===== config.mk =====
export PLATFORM = sky130hd
export DESIGN_NAME = ultrasonic_echo_distance_qualifier_top
export DESIGN_NICKNAME = d
export VERILOG_FILES = /design/src/sv/ued_pkg.sv /design/src/sv/ued_front.sv /design/src/sv/ued_queue.sv /design/src/sv/ued_back.sv /design/src/sv/ultrasonic_echo_distance_qualifier_top.sv
export VERILOG_INCLUDE_DIRS = /design/src /design/src/sv
export SDC_FILE = /design/constraint.sdc
export NUM_CORES = 1
export LEC_CHECK = 0
export BUFFER_PORTS_ARGS = -buffer_cell sky130_fd_sc_hd__buf_4
export CORE_MARGIN = 8
export CORE_UTILIZATION = 45
export CTS_BUF_LIST = sky130_fd_sc_hd__clkbuf_2
export CTS_CLUSTER_DIAMETER = 40
export CTS_CLUSTER_SIZE = 30
export DETAILED_ROUTE_END_ITERATION = 7
export SLEW_MARGIN = 25
export SYNTH_ARGS = -nofsm -noshare
export SYNTH_HDL_FRONTEND = slang
export SYNTH_HIERARCHICAL = 1
export SYNTH_SLANG_ARGS = --single-unit

===== constraint.sdc =====
create_clock -name aclk -period 29.1 [get_ports aclk]
set_input_delay 4.365 -clock aclk [delete_from_list [all_inputs] [get_ports aclk]]
set_output_delay 4.365 -clock aclk [all_outputs]
set_load 0.01 [all_outputs]

===== src/sv/assert_macros.svh =====
// Assertion macros used by the RTL of the echo distance qualifier.
`ifndef ASSERT_MACROS_SVH
`define ASSERT_MACROS_SVH

// A condition that must hold at every clock edge outside reset.
`define ASSERT_ALWAYS(label, clk, rstn, cond, msg) \
    label: assert property (@(posedge clk) disable iff (!(rstn)) (cond)) \
        else $error(msg);

// A consequence that must hold in the cycle after its antecedent.
`define ASSERT_NEXT(label, clk, rstn, ante, cons, msg) \
    label: assert property (@(posedge clk) disable iff (!(rstn)) (ante) |=> (cons)) \
        else $error(msg);

`endif


===== src/sv/ued_pkg.sv =====
// ----------------------------------------------------------------------------
// ued_pkg
// Types and constants of the ultrasonic echo distance qualifier.
// ----------------------------------------------------------------------------
package ued_pkg;

    localparam int unsigned DIST_W  = 10;
    localparam int unsigned COUNT_W = 16;
    localparam int unsigned CFG_W   = 16;

    // Commands
    localparam logic CMD_SLOT_END = 1'b0;
    localparam logic CMD_ECHO     = 1'b1;

    // Sensor slots
    localparam logic [1:0] SENSOR_RIGHT  = 2'd0;
    localparam logic [1:0] SENSOR_LEFT   = 2'd1;
    localparam logic [1:0] SENSOR_FRONT  = 2'd2;
    localparam logic [1:0] SENSOR_UNUSED = 2'd3;

    // Configuration register indexes
    localparam logic [1:0] CFG_ECHO_OFFSET    = 2'd0;
    localparam logic [1:0] CFG_SPREAD_LIMIT   = 2'd1;
    localparam logic [1:0] CFG_UNSTABLE_VALUE = 2'd2;
    localparam logic [1:0] CFG_FAR_LIMIT      = 2'd3;

    // Configuration reset values
    localparam logic [15:0] RST_ECHO_OFFSET    = 16'd4454;
    localparam logic [8:0]  RST_SPREAD_LIMIT   = 9'd4;
    localparam logic [8:0]  RST_UNSTABLE_VALUE = 9'd100;
    localparam logic [9:0]  RST_FAR_LIMIT      = 10'd500;

    // Conversion: floor(q * 343 / 10000) == (q * SCALE_MULT) >> SCALE_SHIFT
    // holds exactly for every 14-bit q.
    localparam int unsigned SCALE_SHIFT = 28;
    localparam int unsigned SCALE_W     = 24;
    localparam logic [SCALE_W-1:0] SCALE_MULT = 24'd9207337;
    localparam logic [DIST_W-1:0]  WRAP_CODE  = 10'd561;
    localparam logic [DIST_W-1:0]  WRAP_VALUE = 10'd2;

    // Queue between front and back
    localparam int unsigned QUEUE_DEPTH = 2;
    localparam int unsigned QUEUE_PTR_W = $clog2(QUEUE_DEPTH);
    localparam int unsigned QUEUE_CNT_W = $clog2(QUEUE_DEPTH + 1);

    typedef struct packed {
        logic               command;
        logic [COUNT_W-1:0] echo_count;
    } in_item_t;

    typedef struct packed {
        logic [1:0]        active_sensor;
        logic [DIST_W-1:0] echo_distance;
        logic [DIST_W-1:0] left_stable;
        logic [DIST_W-1:0] right_stable;
        logic [DIST_W-1:0] front_distance;
    } out_item_t;

    typedef struct packed {
        logic [15:0] echo_offset;
        logic [8:0]  spread_limit;
        logic [8:0]  unstable_value;
        logic [9:0]  far_limit;
    } cfg_t;

    // Classified event passed from front to back.
    typedef struct packed {
        logic              is_echo;
        logic [DIST_W-1:0] distance;
    } evt_t;

endpackage


===== src/sv/ued_front.sv =====
// ----------------------------------------------------------------------------
// ued_front
// Accepts input items, converts echo counts into filtered distances and
// holds the classified event in a register for the queue.
// ----------------------------------------------------------------------------
module ued_front (
    input  logic               aclk,
    input  logic               aresetn,
    input  ued_pkg::cfg_t      cfg,
    input  logic               s_valid,
    output logic               s_ready,
    input  ued_pkg::in_item_t  s_data,
    output logic               evt_valid,
    input  logic               evt_ready,
    output ued_pkg::evt_t      evt_data
);

    localparam int unsigned PROD_W = ued_pkg::COUNT_W - 2 + ued_pkg::SCALE_W;

    logic [ued_pkg::COUNT_W-1:0] diff;
    logic [ued_pkg::COUNT_W-3:0] quarter;
    logic [PROD_W-1:0]           prod;
    logic [ued_pkg::DIST_W-1:0]  raw;
    logic [ued_pkg::DIST_W-1:0]  dist_filt;
    logic                        valid_reg;
    ued_pkg::evt_t               evt_reg;
    ued_pkg::evt_t               evt_next;

    always_comb begin
        diff    = s_data.echo_count - cfg.echo_offset;
        quarter = diff[ued_pkg::COUNT_W-1:2];
        prod    = PROD_W'(quarter) * PROD_W'(ued_pkg::SCALE_MULT);
        raw     = prod[ued_pkg::SCALE_SHIFT +: ued_pkg::DIST_W];
        if (raw == ued_pkg::WRAP_CODE) begin
            dist_filt = ued_pkg::WRAP_VALUE;
        end else if (raw >= cfg.far_limit) begin
            dist_filt = {1'b0, cfg.unstable_value};
        end else begin
            dist_filt = raw;
        end
        evt_next.is_echo  = (s_data.command == ued_pkg::CMD_ECHO);
        evt_next.distance = evt_next.is_echo ? dist_filt : '0;
    end

    assign s_ready   = !valid_reg || evt_ready;
    assign evt_valid = valid_reg;
    assign evt_data  = evt_reg;

    always_ff @(posedge aclk) begin
        if (!aresetn) begin
            valid_reg <= 1'b0;
        end else if (s_ready) begin
            valid_reg <= s_valid;
        end
    end

    always_ff @(posedge aclk) begin
        if (s_valid && s_ready) begin
            evt_reg <= evt_next;
        end
    end

endmodule


===== src/sv/ued_queue.sv =====
// ----------------------------------------------------------------------------
// ued_queue
// Short first-in first-out queue of classified events between front and back.
// ----------------------------------------------------------------------------
module ued_queue (
    input  logic          aclk,
    input  logic          aresetn,
    input  logic          push_valid,
    output logic          push_ready,
    input  ued_pkg::evt_t push_data,
    output logic          pop_valid,
    input  logic          pop_ready,
    output ued_pkg::evt_t pop_data
);

    localparam int unsigned PW = ued_pkg::QUEUE_PTR_W;
    localparam int unsigned CW = ued_pkg::QUEUE_CNT_W;

    ued_pkg::evt_t entry_reg [ued_pkg::QUEUE_DEPTH];
    logic [PW-1:0] wr_ptr_reg;
    logic [PW-1:0] wr_ptr_next;
    logic [PW-1:0] rd_ptr_reg;
    logic [PW-1:0] rd_ptr_next;
    logic [CW-1:0] count_reg;
    logic [CW-1:0] count_next;
    logic          push;
    logic          pop;

    assign push_ready = (count_reg != CW'(ued_pkg::QUEUE_DEPTH));
    assign pop_valid  = (count_reg != '0);
    assign pop_data   = entry_reg[rd_ptr_reg];
    assign push       = push_valid && push_ready;
    assign pop        = pop_valid && pop_ready;

    always_comb begin
        wr_ptr_next = wr_ptr_reg;
        rd_ptr_next = rd_ptr_reg;
        count_next  = count_reg;
        if (push) begin
            wr_ptr_next = (wr_ptr_reg == PW'(ued_pkg::QUEUE_DEPTH - 1)) ? '0 : wr_ptr_reg + 1'b1;
        end
        if (pop) begin
            rd_ptr_next = (rd_ptr_reg == PW'(ued_pkg::QUEUE_DEPTH - 1)) ? '0 : rd_ptr_reg + 1'b1;
        end
        if (push && !pop) begin
            count_next = count_reg + 1'b1;
        end else if (pop && !push) begin
            count_next = count_reg - 1'b1;
        end
    end

    always_ff @(posedge aclk) begin
        if (!aresetn) begin
            wr_ptr_reg <= '0;
            rd_ptr_reg <= '0;
            count_reg  <= '0;
        end else begin
            wr_ptr_reg <= wr_ptr_next;
            rd_ptr_reg <= rd_ptr_next;
            count_reg  <= count_next;
        end
    end

    always_ff @(posedge aclk) begin
        if (push) begin
            entry_reg[wr_ptr_reg] <= push_data;
        end
    end

endmodule


===== src/sv/ued_back.sv =====
// ----------------------------------------------------------------------------
// ued_back
// Applies classified events to the sensor slot, the history rings and the
// front latch, and registers the qualified result.
// ----------------------------------------------------------------------------
`include "assert_macros.svh"

module ued_back #(
    parameter int unsigned HISTORY_DEPTH = 3
) (
    input  logic               aclk,
    input  logic               aresetn,
    input  ued_pkg::cfg_t      cfg,
    input  logic               evt_valid,
    output logic               evt_ready,
    input  ued_pkg::evt_t      evt_data,
    output logic               m_valid,
    input  logic               m_ready,
    output ued_pkg::out_item_t m_data
);

    localparam int unsigned DW = ued_pkg::DIST_W;
    localparam int unsigned PW = $clog2(HISTORY_DEPTH);

    typedef logic [HISTORY_DEPTH-1:0][DW-1:0] ring_t;

    logic [1:0]          slot_reg;
    logic [1:0]          slot_next;
    ring_t               left_ring_reg;
    ring_t               left_ring_next;
    ring_t               right_ring_reg;
    ring_t               right_ring_next;
    logic [PW-1:0]       left_pos_reg;
    logic [PW-1:0]       left_pos_next;
    logic [PW-1:0]       right_pos_reg;
    logic [PW-1:0]       right_pos_next;
    logic [DW-1:0]       front_reg;
    logic [DW-1:0]       front_next;
    logic                out_valid_reg;
    ued_pkg::out_item_t  out_reg;
    ued_pkg::out_item_t  out_next;
    logic                pop;
    logic                put_left;
    logic                put_right;
    logic                slot_ok;
    logic                pos_ok;
    logic                slot_end_pop;
    logic                out_zero;
    logic                front_pop;
    logic                front_match;

    // Minimum of the ring when its spread is small enough, else the unstable value.
    function automatic logic [DW-1:0] qualify(input ring_t ring, input logic [8:0] spread,
                                              input logic [8:0] unstable);
        logic [DW-1:0] lo;
        logic [DW-1:0] hi;
        lo = ring[0];
        hi = ring[0];
        for (int i = 1; i < HISTORY_DEPTH; i++) begin
            if (ring[i] > hi) begin
                hi = ring[i];
            end
            if (ring[i] < lo) begin
                lo = ring[i];
            end
        end
        return ((hi - lo) <= {1'b0, spread}) ? lo : {1'b0, unstable};
    endfunction

    assign pop       = evt_valid && (!out_valid_reg || m_ready);
    assign evt_ready = !out_valid_reg || m_ready;
    assign m_valid   = out_valid_reg;
    assign m_data    = out_reg;

    assign put_left  = pop && evt_data.is_echo && (slot_reg == ued_pkg::SENSOR_LEFT)
                       && (evt_data.distance != '0);
    assign put_right = pop && evt_data.is_echo && (slot_reg == ued_pkg::SENSOR_RIGHT)
                       && (evt_data.distance != '0);

    always_comb begin
        slot_next       = slot_reg;
        left_ring_next  = left_ring_reg;
        right_ring_next = right_ring_reg;
        left_pos_next   = left_pos_reg;
        right_pos_next  = right_pos_reg;
        front_next      = front_reg;

        if (pop && !evt_data.is_echo) begin
            slot_next = (slot_reg >= ued_pkg::SENSOR_FRONT) ? ued_pkg::SENSOR_RIGHT
                                                             : slot_reg + 1'b1;
        end
        if (put_left) begin
            left_ring_next[left_pos_reg] = evt_data.distance;
            left_pos_next = (left_pos_reg == PW'(HISTORY_DEPTH - 1)) ? '0 : left_pos_reg + 1'b1;
        end
        if (put_right) begin
            right_ring_next[right_pos_reg] = evt_data.distance;
            right_pos_next = (right_pos_reg == PW'(HISTORY_DEPTH - 1)) ? '0
                                                                      : right_pos_reg + 1'b1;
        end
        if (pop && evt_data.is_echo && (slot_reg == ued_pkg::SENSOR_FRONT)) begin
            front_next = evt_data.distance;
        end

        out_next.active_sensor  = slot_next;
        out_next.echo_distance  = evt_data.is_echo ? evt_data.distance : '0;
        out_next.left_stable    = qualify(left_ring_next, cfg.spread_limit, cfg.unstable_value);
        out_next.right_stable   = qualify(right_ring_next, cfg.spread_limit, cfg.unstable_value);
        out_next.front_distance = front_next;
    end

    always_ff @(posedge aclk) begin
        if (!aresetn) begin
            slot_reg       <= ued_pkg::SENSOR_RIGHT;
            left_ring_reg  <= '0;
            right_ring_reg <= '0;
            left_pos_reg   <= '0;
            right_pos_reg  <= '0;
            front_reg      <= '0;
            out_valid_reg  <= 1'b0;
        end else begin
            slot_reg       <= slot_next;
            left_ring_reg  <= left_ring_next;
            right_ring_reg <= right_ring_next;
            left_pos_reg   <= left_pos_next;
            right_pos_reg  <= right_pos_next;
            front_reg      <= front_next;
            if (pop) begin
                out_valid_reg <= 1'b1;
            end else if (m_ready) begin
                out_valid_reg <= 1'b0;
            end
        end
    end

    always_ff @(posedge aclk) begin
        if (pop) begin
            out_reg <= out_next;
        end
    end

    assign slot_ok      = (slot_reg != ued_pkg::SENSOR_UNUSED);
    assign pos_ok       = (left_pos_reg <= PW'(HISTORY_DEPTH - 1))
                          && (right_pos_reg <= PW'(HISTORY_DEPTH - 1));
    assign slot_end_pop = pop && !evt_data.is_echo;
    assign out_zero     = m_valid && (m_data.echo_distance == '0);
    assign front_pop    = pop && evt_data.is_echo && (slot_reg == ued_pkg::SENSOR_FRONT);
    assign front_match  = (m_data.front_distance == m_data.echo_distance);

    `ASSERT_ALWAYS(a_slot_in_range, aclk, aresetn, slot_ok, "unused sensor slot reached")
    `ASSERT_ALWAYS(a_pos_in_range, aclk, aresetn, pos_ok, "ring write position out of range")
    `ASSERT_NEXT(a_slot_end_zero, aclk, aresetn, slot_end_pop, out_zero, "distance on a slot end")
    `ASSERT_NEXT(a_front_latch, aclk, aresetn, front_pop, front_match, "front echo not latched")

endmodule


===== src/sv/ultrasonic_echo_distance_qualifier_top.sv =====
// ----------------------------------------------------------------------------
// ultrasonic_echo_distance_qualifier_top
// Ultrasonic echo distance qualifier for right, left and front sensors.
// ----------------------------------------------------------------------------
// The block takes one command per cycle while s_ready is high and gives one
// result per command, in order. Each result passes through the front register,
// where the single 14 by 24 bit constant multiply of the count conversion sits,
// then the two-entry event queue and then the output register, loaded by the
// back part as it updates the rings and works out their minimum and spread.
// Throughput is one item per cycle when the output side does not stall, set by
// the conversion multiply and the ring update. Configuration is written through
// cfg_we, cfg_index and cfg_data; the user must write it only while the block
// is idle, which the block itself does not enforce. It takes effect on the next
// transfer; the history rings are cleared by reset.
// ----------------------------------------------------------------------------
module ultrasonic_echo_distance_qualifier_top #(
    parameter int unsigned HISTORY_DEPTH = 3
) (
    input  logic                        aclk,
    input  logic                        aresetn,
    input  logic                        cfg_we,
    input  logic [1:0]                  cfg_index,
    input  logic [ued_pkg::CFG_W-1:0]   cfg_data,
    input  logic                        s_valid,
    output logic                        s_ready,
    input  ued_pkg::in_item_t           s_data,
    output logic                        m_valid,
    input  logic                        m_ready,
    output ued_pkg::out_item_t          m_data
);

    ued_pkg::cfg_t cfg_reg;
    logic          fe_valid;
    logic          fe_ready;
    ued_pkg::evt_t fe_data;
    logic          q_valid;
    logic          q_ready;
    ued_pkg::evt_t q_data;

    always_ff @(posedge aclk) begin
        if (!aresetn) begin
            cfg_reg.echo_offset    <= ued_pkg::RST_ECHO_OFFSET;
            cfg_reg.spread_limit   <= ued_pkg::RST_SPREAD_LIMIT;
            cfg_reg.unstable_value <= ued_pkg::RST_UNSTABLE_VALUE;
            cfg_reg.far_limit      <= ued_pkg::RST_FAR_LIMIT;
        end else if (cfg_we) begin
            unique case (cfg_index)
                ued_pkg::CFG_ECHO_OFFSET:    cfg_reg.echo_offset    <= cfg_data;
                ued_pkg::CFG_SPREAD_LIMIT:   cfg_reg.spread_limit   <= cfg_data[8:0];
                ued_pkg::CFG_UNSTABLE_VALUE: cfg_reg.unstable_value <= cfg_data[8:0];
                ued_pkg::CFG_FAR_LIMIT:      cfg_reg.far_limit      <= cfg_data[9:0];
                default: ;
            endcase
        end
    end

    ued_front u_front (
        .aclk      (aclk),
        .aresetn   (aresetn),
        .cfg       (cfg_reg),
        .s_valid   (s_valid),
        .s_ready   (s_ready),
        .s_data    (s_data),
        .evt_valid (fe_valid),
        .evt_ready (fe_ready),
        .evt_data  (fe_data)
    );

    ued_queue u_queue (
        .aclk       (aclk),
        .aresetn    (aresetn),
        .push_valid (fe_valid),
        .push_ready (fe_ready),
        .push_data  (fe_data),
        .pop_valid  (q_valid),
        .pop_ready  (q_ready),
        .pop_data   (q_data)
    );

    ued_back #(
        .HISTORY_DEPTH (HISTORY_DEPTH)
    ) u_back (
        .aclk      (aclk),
        .aresetn   (aresetn),
        .cfg       (cfg_reg),
        .evt_valid (q_valid),
        .evt_ready (q_ready),
        .evt_data  (q_data),
        .m_valid   (m_valid),
        .m_ready   (m_ready),
        .m_data    (m_data)
    );

endmodule


== Word-level counts from Yosys, hierarchy flattened ==
Memory sizes are Yosys's and may differ from the RTL's. A register that Yosys moved wholly into a read port is not among the register bits.
Index checks and enable logic that the tools add are counted.
Operators by class
  $add $sub $neg: 10
  multiply operators: 1
  div/mod/pow operators: 0
  order comparisons: 16
  equal/unequal tests: 9
  shift-type cells: 0
  multiplexer cells: 35
  bitwise operators: 1
  reductions and logical operators: 33
Operator list (number)
  2-to-1 mux 10 bit: 11
  bitwise mux 30 bit: 2
  2-to-1 mux 30 bit: 2
  demux 10 bit (select 2 bit): 2
  greater-than comparator 10 bit: 4
  < comparator 10 bit: 4
  multiplier 14 x 24 -> 38 bit (second input constant): 1
  2-to-1 mux 9 bit: 3
  less-or-equal comparator 10 x 9 -> 1 bit: 2
  subtractor 10 bit: 2
  subtractor 16 bit: 1
  logical AND 1 bit: 14
  2-to-1 mux 2 bit: 7
  equality test 10 bit (second input constant): 1
  equality test 2 bit (second input constant): 5
  >= comparator 10 bit: 1
  nonzero test 10 bit: 1
  adder 2 x 1 -> 2 bit (second input constant): 4
  2-to-1 mux 1 bit: 8
  AND reduction 2 bit: 4
  < comparator 2 x 3 -> 1 bit (second input constant): 2
  nonzero test 2 bit: 3
  zero test 1 bit: 5
  equality test 2 x 1 -> 1 bit (second input constant): 2
  other kinds (10): 14
Storage, ports and cells
  register bits after elaboration: 179
  latch bits: 0
  memory bits (writable): 22
  bits in read-only memories: 0
  output and inout bits: 44
  word-level logic and storage cells: 136
  memories: 1
Memory list
  u_queue.entry_reg: words 2, width 11, rd ports 1, clocked after memory_dff 1, wr ports 1, RTL line ued_queue.sv:19  | ued_pkg::evt_t entry_reg [ued_pkg::QUEUE_DEPTH];

== Depth between registers and ports, before layout ==
Gate-level depths: netlist of run 1.
  depth in word-level cells: 14
  mapped depth: 50
  mapped depth without buffers: 42

== Hierarchy ==
Netlist of run 1, hierarchy kept.
Modules (own cells, without submodules)
  ued_back: instances 1, cells each 892, area an instance 8579.5 µm²
  ued_front: instances 1, cells each 740, area an instance 6676.4 µm²
  ultrasonic_echo_distance_qualifier_top: instances 1, cells each 176, area an instance 1765.4 µm²
  ued_queue: instances 1, cells each 58, area an instance 1032.2 µm²

== Least setup slack after synthesis of run 1 ==
No wires, ideal clock.
  path type: in2reg
  start: input s_data[2] (netlist bit)
  end: register u_front.evt_reg (netlist bit u_front/evt_data[0]) (data pin)
  setup time: 276 ps
  data arrival time: 13440 ps
  path slack: 15384 ps
  cell stages on the path: 36
  cells stage by stage: ha_1 nand2_2 o21a_4 o311ai_0 nand3_1 a41o_1 a21oi_1 xor2_1 inv_1 fa_1 fa_1 inv_1 fa_1 inv_1 fa_1 inv_1 fa_1 inv_1 fa_1 inv_1 ha_1 nand3_1 nor3_1 nand2_1 o41a_1 a2111oi_2 o31ai_1 and2_1 ha_1 o21ai_0 or4_1 a21oi_1 clkbuf_1 nor3_1 o21ai_0 a21oi_1
Between the ends
  word-level cells in the longest chain between the ends: 4
Ends and longest elaborated chain
  start, declared: RTL line ultrasonic_echo_distance_qualifier_top.sv:26  | input ued_pkg::in_item_t s_data,
  subtractor 16 bit (*): RTL line ued_front.sv:30  | diff = s_data.echo_count - cfg.echo_offset;
  multiplier 14 x 24 -> 38 bit (*): RTL line ued_front.sv:32  | prod = PROD_W'(quarter) * PROD_W'(ued_pkg::SCALE_MULT);
  >= comparator 10 bit or equality test 10 bit (tied branches): RTL line ued_front.sv:36, ued_front.sv:34
  2-to-1 mux 9 bit or OR reduction 2 bit (tied branches)
  end signal, assigned: RTL line ued_front.sv:59  | evt_reg <= evt_next;
  end, declared: RTL line ued_front.sv:26  | ued_pkg::evt_t evt_reg;
Mark *: on every way between the ends. The rest lies on a longest branch, timed or not.
A chain may end at the register's enable or synchronous reset.

== Final worst setup path of run 1 ==
Same ends and word-level chain as after synthesis.

==> metrics, run 1 <==
crit path DAT=14.74 ns; GP Congestion=0.915; Post-synth EDFFs=75; clock-pin slew on the worst setup and hold paths=0.25 ns; Synth async-reset ratio=0; list of most frequent post-synthesis cells=290 x inv_1, 254 x ha_1, 135 x mux2i_1, 127 x dfxtp_1, 119 x nand2_1; CP max FO=11; post-synth top area share=0.176; top-count cell post-synth=inv_1; Setup Fix Bufs, Post-CTS=0; Rel. slew slack=0.357; Row Count=73; Syn. warnings=6; post-CTS resize count=0; drt wl/cell=18.5 µm; Nets=2311; die area=0.0468 mm²; clk_lat worst skew=1.04 ns; final hold vios=0; hold_sp=u_front/evt_data[0]; Slowest cell on crit path=a21oi_1; DRC=0; largest net degree at the start of global routing=84; MaxCap Viol Count=0; via count=13.3k; CP required=29.78 ns; Hold Path Class=reg -> reg; ys flop type=dfxtp_1; Core ar.=0.0396 mm²; CTS Sinks=202; min Tclk post-route=14.06 ns; mapped cell area=0.0181 mm²; H-tree depth=1; CTS tree=done; status=completed; total congestion overflow=0; Setup crit start=s_data[2]; Die Width=216 µm; Die Y=216 µm; Area Overhead vs Synth=8.77%; First-pass DRT Iterations=7; Slew Viols, Final=0; syn nets=2248; GR Util All Layers=0.193; antenna-violating nets left=0; CTS root buf=clkbuf_2; final setup fails=0; syn avg cell area=9.68 µm²; number of I/O pins=84; clock buffer count from CTS=28; Setup crit end kind=flip-flop; CP Class=in -> reg; CP max stage delay=0.74 ns; max reg flops=44; Starting DRT DRC Count=910; hold path depth=0; vias in the first global route=13.5k; via/cell ratio=5.35; worst slew pin tran=0.958 ns; ranking of synthesized cells by area=ha_1 18%, dfxtp_1 14%, edfxtp_1 12%; Cells after Synth=1866; sequential element share of the synthesized area=0.266; Period Utilization, post-route=0.483; critical path launch point type=input pin; final wirelength=45800 µm; initial antenna violation count=1; post-DP HPWL=36600 µm; cts hold-fix bufs=0; maximum clock frequency=71.1 MHz; share of layout cells above drive strength 1=0.127; reg2reg path depth=37; Starting Density=0.455; Setup TNS=0 ns; Synth area leader=ha_1; synthesis-stage register bit count=202; port bufs=83; first-pass GRT wire length=73300 µm; clock tree buffer depth=3; synth unique cells=93; clk_skew=0.118 ns; unrepaired setup endpoints after global routing=false
[area by class of cell]
class	instances	area, µm²
Multi-Input combinational cell	1308	11900
Sequential cell	202	4790
Timing Repair Buffer	99	743
Fill cell	3756	20000
Antenna cell	2	5.00
Clock buffer	28	140
Clock inverter	24	335
Inverter	290	1090
Tap cell	525	657
[stage by stage]
stage | util | hold slack [ns] | setup slack (ns) | instances | cell area (µm²)
CTS | 0.495 | 0.327 | 15.04 | 2476 | 19600
finish | 0.495 | 0.361 | 15.04 | 2478 | 19600
global route | 0.495 | 0.311 | 14.22 | 2477 | 19600
floorplan | - | 0.421 | 15.38 | 1866 | 18100
global placement | 0.483 | 0.427 | 14.15 | 2424 | 19200
detailed placement | 0.483 | 0.442 | 13.98 | 2424 | 19200
[routing by layer]
metal / up-vias / track usage / part of all wire
met2: 314 / 0.307 / 0.44
met3: 59 / 0.0312 / 0.053
li1: 6550 / - / -
met1: 6340 / 0.275 / 0.49
met4: 0 / 0.0365 / 0.018
met5: - / 0 / 0
[worst paths after layout]
check / to / slack, ns
min: u_queue/entry_reg[1][0] / 0.36
max: u_front/evt_data[0] / 15.04
max reg2reg: u_back/m_data[10] / 17.46
min reg2reg: u_queue/entry_reg[1][0] / 0.36
[cell families after synthesis]
group	after synthesis	synth area share
buffers and inverters	356	0.0792
XOR/XNOR	53	0.0257
multiplexers	189	0.110
flip-flops	202	0.266
AO/OA/AOI/OAI	282	0.111
adder cells (fa/ha/maj)	342	0.274
AND/OR/NAND/NOR	442	0.134
[cell usage in the layout, fill, tap and decap left out, types with 7 or more instances in the layout]
cell      Yosys  layout
ha_1        254     254
dfxtp_1     127     127
nand4_1      23      23
a21o_1       24      24
mux2_2       50      50
nand2_1     119     119
o21bai_1      7       7
a211oi_1     16      16
clkbuf_2      0      28
o31ai_1       9       8
a31oi_1       8       8
xnor2_1      35      34
fa_1         88      88
nor3_1       18      18
o21ai_0      57      57
nor4_1        8       7
nor2b_1      82      82
o21a_1       19      19
and3_1        8       8
xor2_1       18      17
nand2b_1      8       8
buf_4         4      99
or2_2         8       8
a21oi_1      63      63
nand3_1      23      23
nor2_1       52      51
edfxtp_1     75      75
and2_1       44      44
inv_1       290     290
o211ai_1     21      21
a21boi_0      8       8
mux2i_1     135     135
[worst max-delay path: cells and delay by family]
| family | cells | cell delay [ns] |
|---|---|---|
| AOI/OAI and AO/OA | 9 | 2.64 |
| xor gates and xnor gates | 1 | 0.55 |
| adders and majority gates | 9 | 4.11 |
| buffers and inverters | 7 | 0.61 |
| and+or+nand+nor | 10 | 2.45 |
Power of run 1 is not shown: default switching activity piles up to over one toggle a cycle in this logic, so the estimate is an artifact.
==> run 2, diff against run 1 <==
==> constraint.sdc (replaced) <==
create_clock -name aclk -period 14.2 [get_ports aclk]
set_input_delay 2.13 -clock aclk [delete_from_list [all_inputs] [get_ports aclk]]
set_output_delay 2.13 -clock aclk [all_outputs]
set_load 0.01 [all_outputs]
==> run 2 against run 1 <==
  * Setup slack got worse by 13 ns
  * Sequential share of layout area is 0.12 points higher
  * Global-route usage down 0.39 points
  * First-iteration DRC count down 16%
  * Flip-flop and latch count did not move
  * Final cell count grew 0.20%
  * Final area decreased by 0.48%
  * Utilization decreased by 0.24 points
  * Critical path depth stayed put
  * Wire length fell by 1.9%
==> metrics, run 2 (synthesis results as in run 1) <==
clk_lat worst skew=0.98 ns; GR Util All Layers=0.189; critical path launch point type=input pin; maximum clock frequency=82.9 MHz; Setup TNS=0 ns; CP max stage delay=0.75 ns; DRC=0; clk_skew=0.139 ns; unrepaired setup endpoints after global routing=false; first-pass GRT wire length=71900 µm; commonest cells after routing, fill and taps aside=290 x inv_1, 254 x ha_1, 135 x mux2i_1, 127 x dfxtp_1, 119 x nand2_1; most common cell after layout, fill and taps aside=inv_1; Row Count=73; die area=0.0468 mm²; crit path DAT=12.76 ns; Rel. slew slack=0.370; Die Width=216 µm; Slowest cell on crit path=a21oi_1; total congestion overflow=0; clock tree buffer depth=3; share of layout cells above drive strength 1=0.128; cts hold-fix bufs=0; GP Congestion=0.892; antenna-violating nets left=0; CTS root buf=clkbuf_2; number of I/O pins=84; clock-pin slew on the worst setup and hold paths=0.19 ns; Starting DRT DRC Count=768; CP required=14.90 ns; total area of sequential cells=0.00479 mm²; Setup Fix Bufs, Post-CTS=0; final hold vios=0; final wirelength=44900 µm; vias in the first global route=13.3k; CP max FO=11; Die Y=216 µm; initial antenna violation count=1; CTS Sinks=202; largest net degree at the start of global routing=84; CTS tree=done; Nets=2314; MaxCap Viol Count=0; Slew Viols, Final=0; Starting Density=0.455; clock buffer count from CTS=30; Setup crit end kind=flip-flop; status=completed; final setup fails=0; via/cell ratio=5.34; Area Overhead vs Synth=8.24%; via count=13.3k; H-tree depth=1; Multi-input gate area=0.0119 mm²; max reg flops=44; CP Class=in -> reg; post-CTS resize count=0; Hold Path Class=reg -> reg; post-DP HPWL=35900 µm; fill cell count=3759; min Tclk post-route=12.06 ns; worst slew pin tran=0.945 ns; setup slack, reg-to-reg=2.82 ns; First-pass DRT Iterations=5; Period Utilization, post-route=0.849; Core ar.=0.0396 mm²; port bufs=83; drt wl/cell=18.1 µm
-- run 2: cell type report --
cell class	instances	share of cell area
multi-input cells	1308	0.608
flip-flops and latches	202	0.245
inverters	290	0.0557
repair buffers	100	0.0384
well taps	525	0.0336
clock inverters	25	0.0111
clock buffers	31	0.00794
diodes	2	0.000256
-- run 2: worst max-delay path, delay by kind of cell --
kind	cells	cell delay (ns)
buffers and inverters	7	0.59
adders and majority gates	9	4.10
xor gates and xnor gates	1	0.55
and+or+nand+nor	8	1.92
AOI/OAI and AO/OA	11	3.43
-- run 2: through the flow --
stage / cells / cell area, µm² / util / setup slack [ns] / hold slack [ns]
floorplan: 1866 / 18100 / - / 2.72 / 0.421
global placement: 2425 / 19200 / 0.483 / 1.58 / 0.427
detailed placement: 2425 / 19200 / 0.483 / 1.34 / 0.435
CTS: 2481 / 19500 / 0.493 / 2.31 / 0.337
global route: 2482 / 19500 / 0.493 / 1.41 / 0.418
finish: 2483 / 19500 / 0.493 / 2.14 / 0.386
-- run 2: final timing paths --
kind,start,to,cells after the start
worst max register to register,flip-flop,u_back/m_data[10],40
worst max-delay path,s_data[2],u_front/evt_data[5],36
worst min register to register,u_front/evt_data[6],u_queue/entry_reg[0][6],0
worst min-delay path,u_front/evt_data[6],u_queue/entry_reg[0][6],0
-- run 2: layer usage --
metal	track usage	part of all wire	up-vias
li1	-	-	6563
met1	0.268	0.49	6321
met2	0.296	0.43	308
met3	0.0354	0.052	64
met4	0.0437	0.023	0
met5	0	0	-
Power of run 2 is left out for the same reason.
==> run 3, diff against run 2 <==
==> constraint.sdc (replaced) <==
create_clock -name aclk -period 11.68 [get_ports aclk]
set_input_delay 1.752 -clock aclk [delete_from_list [all_inputs] [get_ports aclk]]
set_output_delay 1.752 -clock aclk [all_outputs]
set_load 0.01 [all_outputs]
==> run 3 against run 2 <==
  * Final area increased by 0.60%
  * Sequential share of layout area shrank 0.15 points
  * Setup slack got worse by 1.1 ns
  * Register-to-register slack worse by 1.8 ns
  * Utilization is 0.29 points higher
  * Via count is 0.19% higher
  * Non-clock buffer count grew 13
==> metrics, run 3 (synthesis results as in run 1) <==
via count=13.3k; Starting DRT DRC Count=666; CTS root buf=clkbuf_2; Core ar.=0.0396 mm²; H-tree depth=1; cts hold-fix bufs=0; share of layout cells above drive strength 1=0.134; maximum clock frequency=93.8 MHz; MaxCap Viol Count=0; port bufs=83; worst slew pin tran=0.937 ns; clock tree buffer depth=3; CP required=12.41 ns; CP max FO=12; post-DP HPWL=36100 µm; vias in the first global route=13.5k; Setup TNS=0 ns; status=completed; Setup Fix Bufs, Post-CTS=0; GP Congestion=0.908; min Tclk post-route=10.66 ns; critical path launch point type=flip-flop; total congestion overflow=0; Setup crit end kind=flip-flop; drt wl/cell=18.0 µm; DRC=0; clk_lat worst skew=0.97 ns; cell mode on critical path=a21oi_1; CTS Sinks=202; Row Count=73; crit path DAT=11.39 ns; fill cell count=3755; final wirelength=44900 µm; Nets=2325; largest net degree at the start of global routing=82; Area Overhead vs Synth=8.88%; Starting Density=0.455; final setup fails=0; Die Y=216 µm; First-pass DRT Iterations=5; commonest cells after routing, fill and taps aside=290 x inv_1, 254 x ha_1, 135 x mux2i_1, 127 x dfxtp_1, 119 x nand2_1; most common cell after layout, fill and taps aside=inv_1; CTS tree=done; max reg flops=44; Slew Viols, Final=0; clock buffer count from CTS=28; initial antenna violation count=2; CP max stage delay=0.77 ns; Rel. slew slack=0.370; via/cell ratio=5.33; unrepaired setup endpoints after global routing=false; CP Class=reg -> reg; Period Utilization, post-route=0.913; post-CTS resize count=0; Slowest cell on crit path=o31ai_1; first-pass GRT wire length=72200 µm; GR Util All Layers=0.190; number of I/O pins=84; antenna-violating nets left=0; clk_skew=0.0742 ns; clock-pin slew on the worst setup and hold paths=0.22 ns; Die Width=216 µm; Hold Path Class=reg -> reg; die area=0.0468 mm²; final hold vios=0
run 3: changes by cell type in the layout (fill, tap and decap cells not counted), sizes merged:
cell	delta
clkinv	-1
bufinv	+1
buf	+13
diode	-1
inv	-2
clkinvlp	-2
run 3: layer usage:
layer,routed length (µm),vias up,GRT usage,share of wire
met5,12,-,0,0.00027
met4,1240,2,0.0518,0.028
met3,2840,76,0.0373,0.063
met2,19500,333,0.302,0.44
met1,21300,6291,0.261,0.47
li1,-,6579,-,-
run 3: cell type report:
| cell class | count | area, µm² | area share |
|---|---|---|---|
| Clock inverter | 21 | 246 | 0.0125 |
| Tap cell | 525 | 657 | 0.0334 |
| Multi-Input combinational cell | 1308 | 11900 | 0.604 |
| Timing Repair Buffer | 113 | 848 | 0.0432 |
| Antenna cell | 1 | 2.50 | 0.000127 |
| Inverter | 290 | 1090 | 0.0554 |
| Clock buffer | 31 | 155 | 0.00789 |
| Sequential cell | 202 | 4790 | 0.244 |
run 3: worst max-delay path: cells and delay by family (launching register included):
| kind | cells | cell delay [ns] |
|---|---|---|
| and+or+nand+nor | 13 | 2.29 |
| muxes | 3 | 1.20 |
| DFF | 1 | 0.68 |
| buffers and inverters | 3 | 0.40 |
| xor gates and xnor gates | 1 | 0.16 |
| AOI/OAI and AO/OA | 17 | 4.13 |
| adders and majority gates | 5 | 1.54 |
run 3: stage by stage:
stage	setup slack [ns]	hold slack, ns	cells	util	cell area, µm²
6_report	1.02	0.432	2491	0.496	19700
2_1_floorplan	0.577	0.421	1866	-	18100
4_1_cts	1.06	0.404	2490	0.496	19700
3_5_place_dp	0.0495	0.434	2438	0.486	19300
5_1_grt	0.248	0.428	2491	0.496	19700
3_3_place_gp	0.244	0.427	2438	0.486	19300
run 3: path summary, 6_finish.rpt:
check,start,end,slack [ns],depth (start not counted)
min reg2reg,u_front/evt_data[7],u_queue/entry_reg[1][7],0.43,0
max,flip-flop,u_back/m_data[10],1.02,42
max reg2reg,flip-flop,u_back/m_data[10],1.02,42
min,u_front/evt_data[7],u_queue/entry_reg[1][7],0.43,0
Power of run 3 is left out for the same reason.
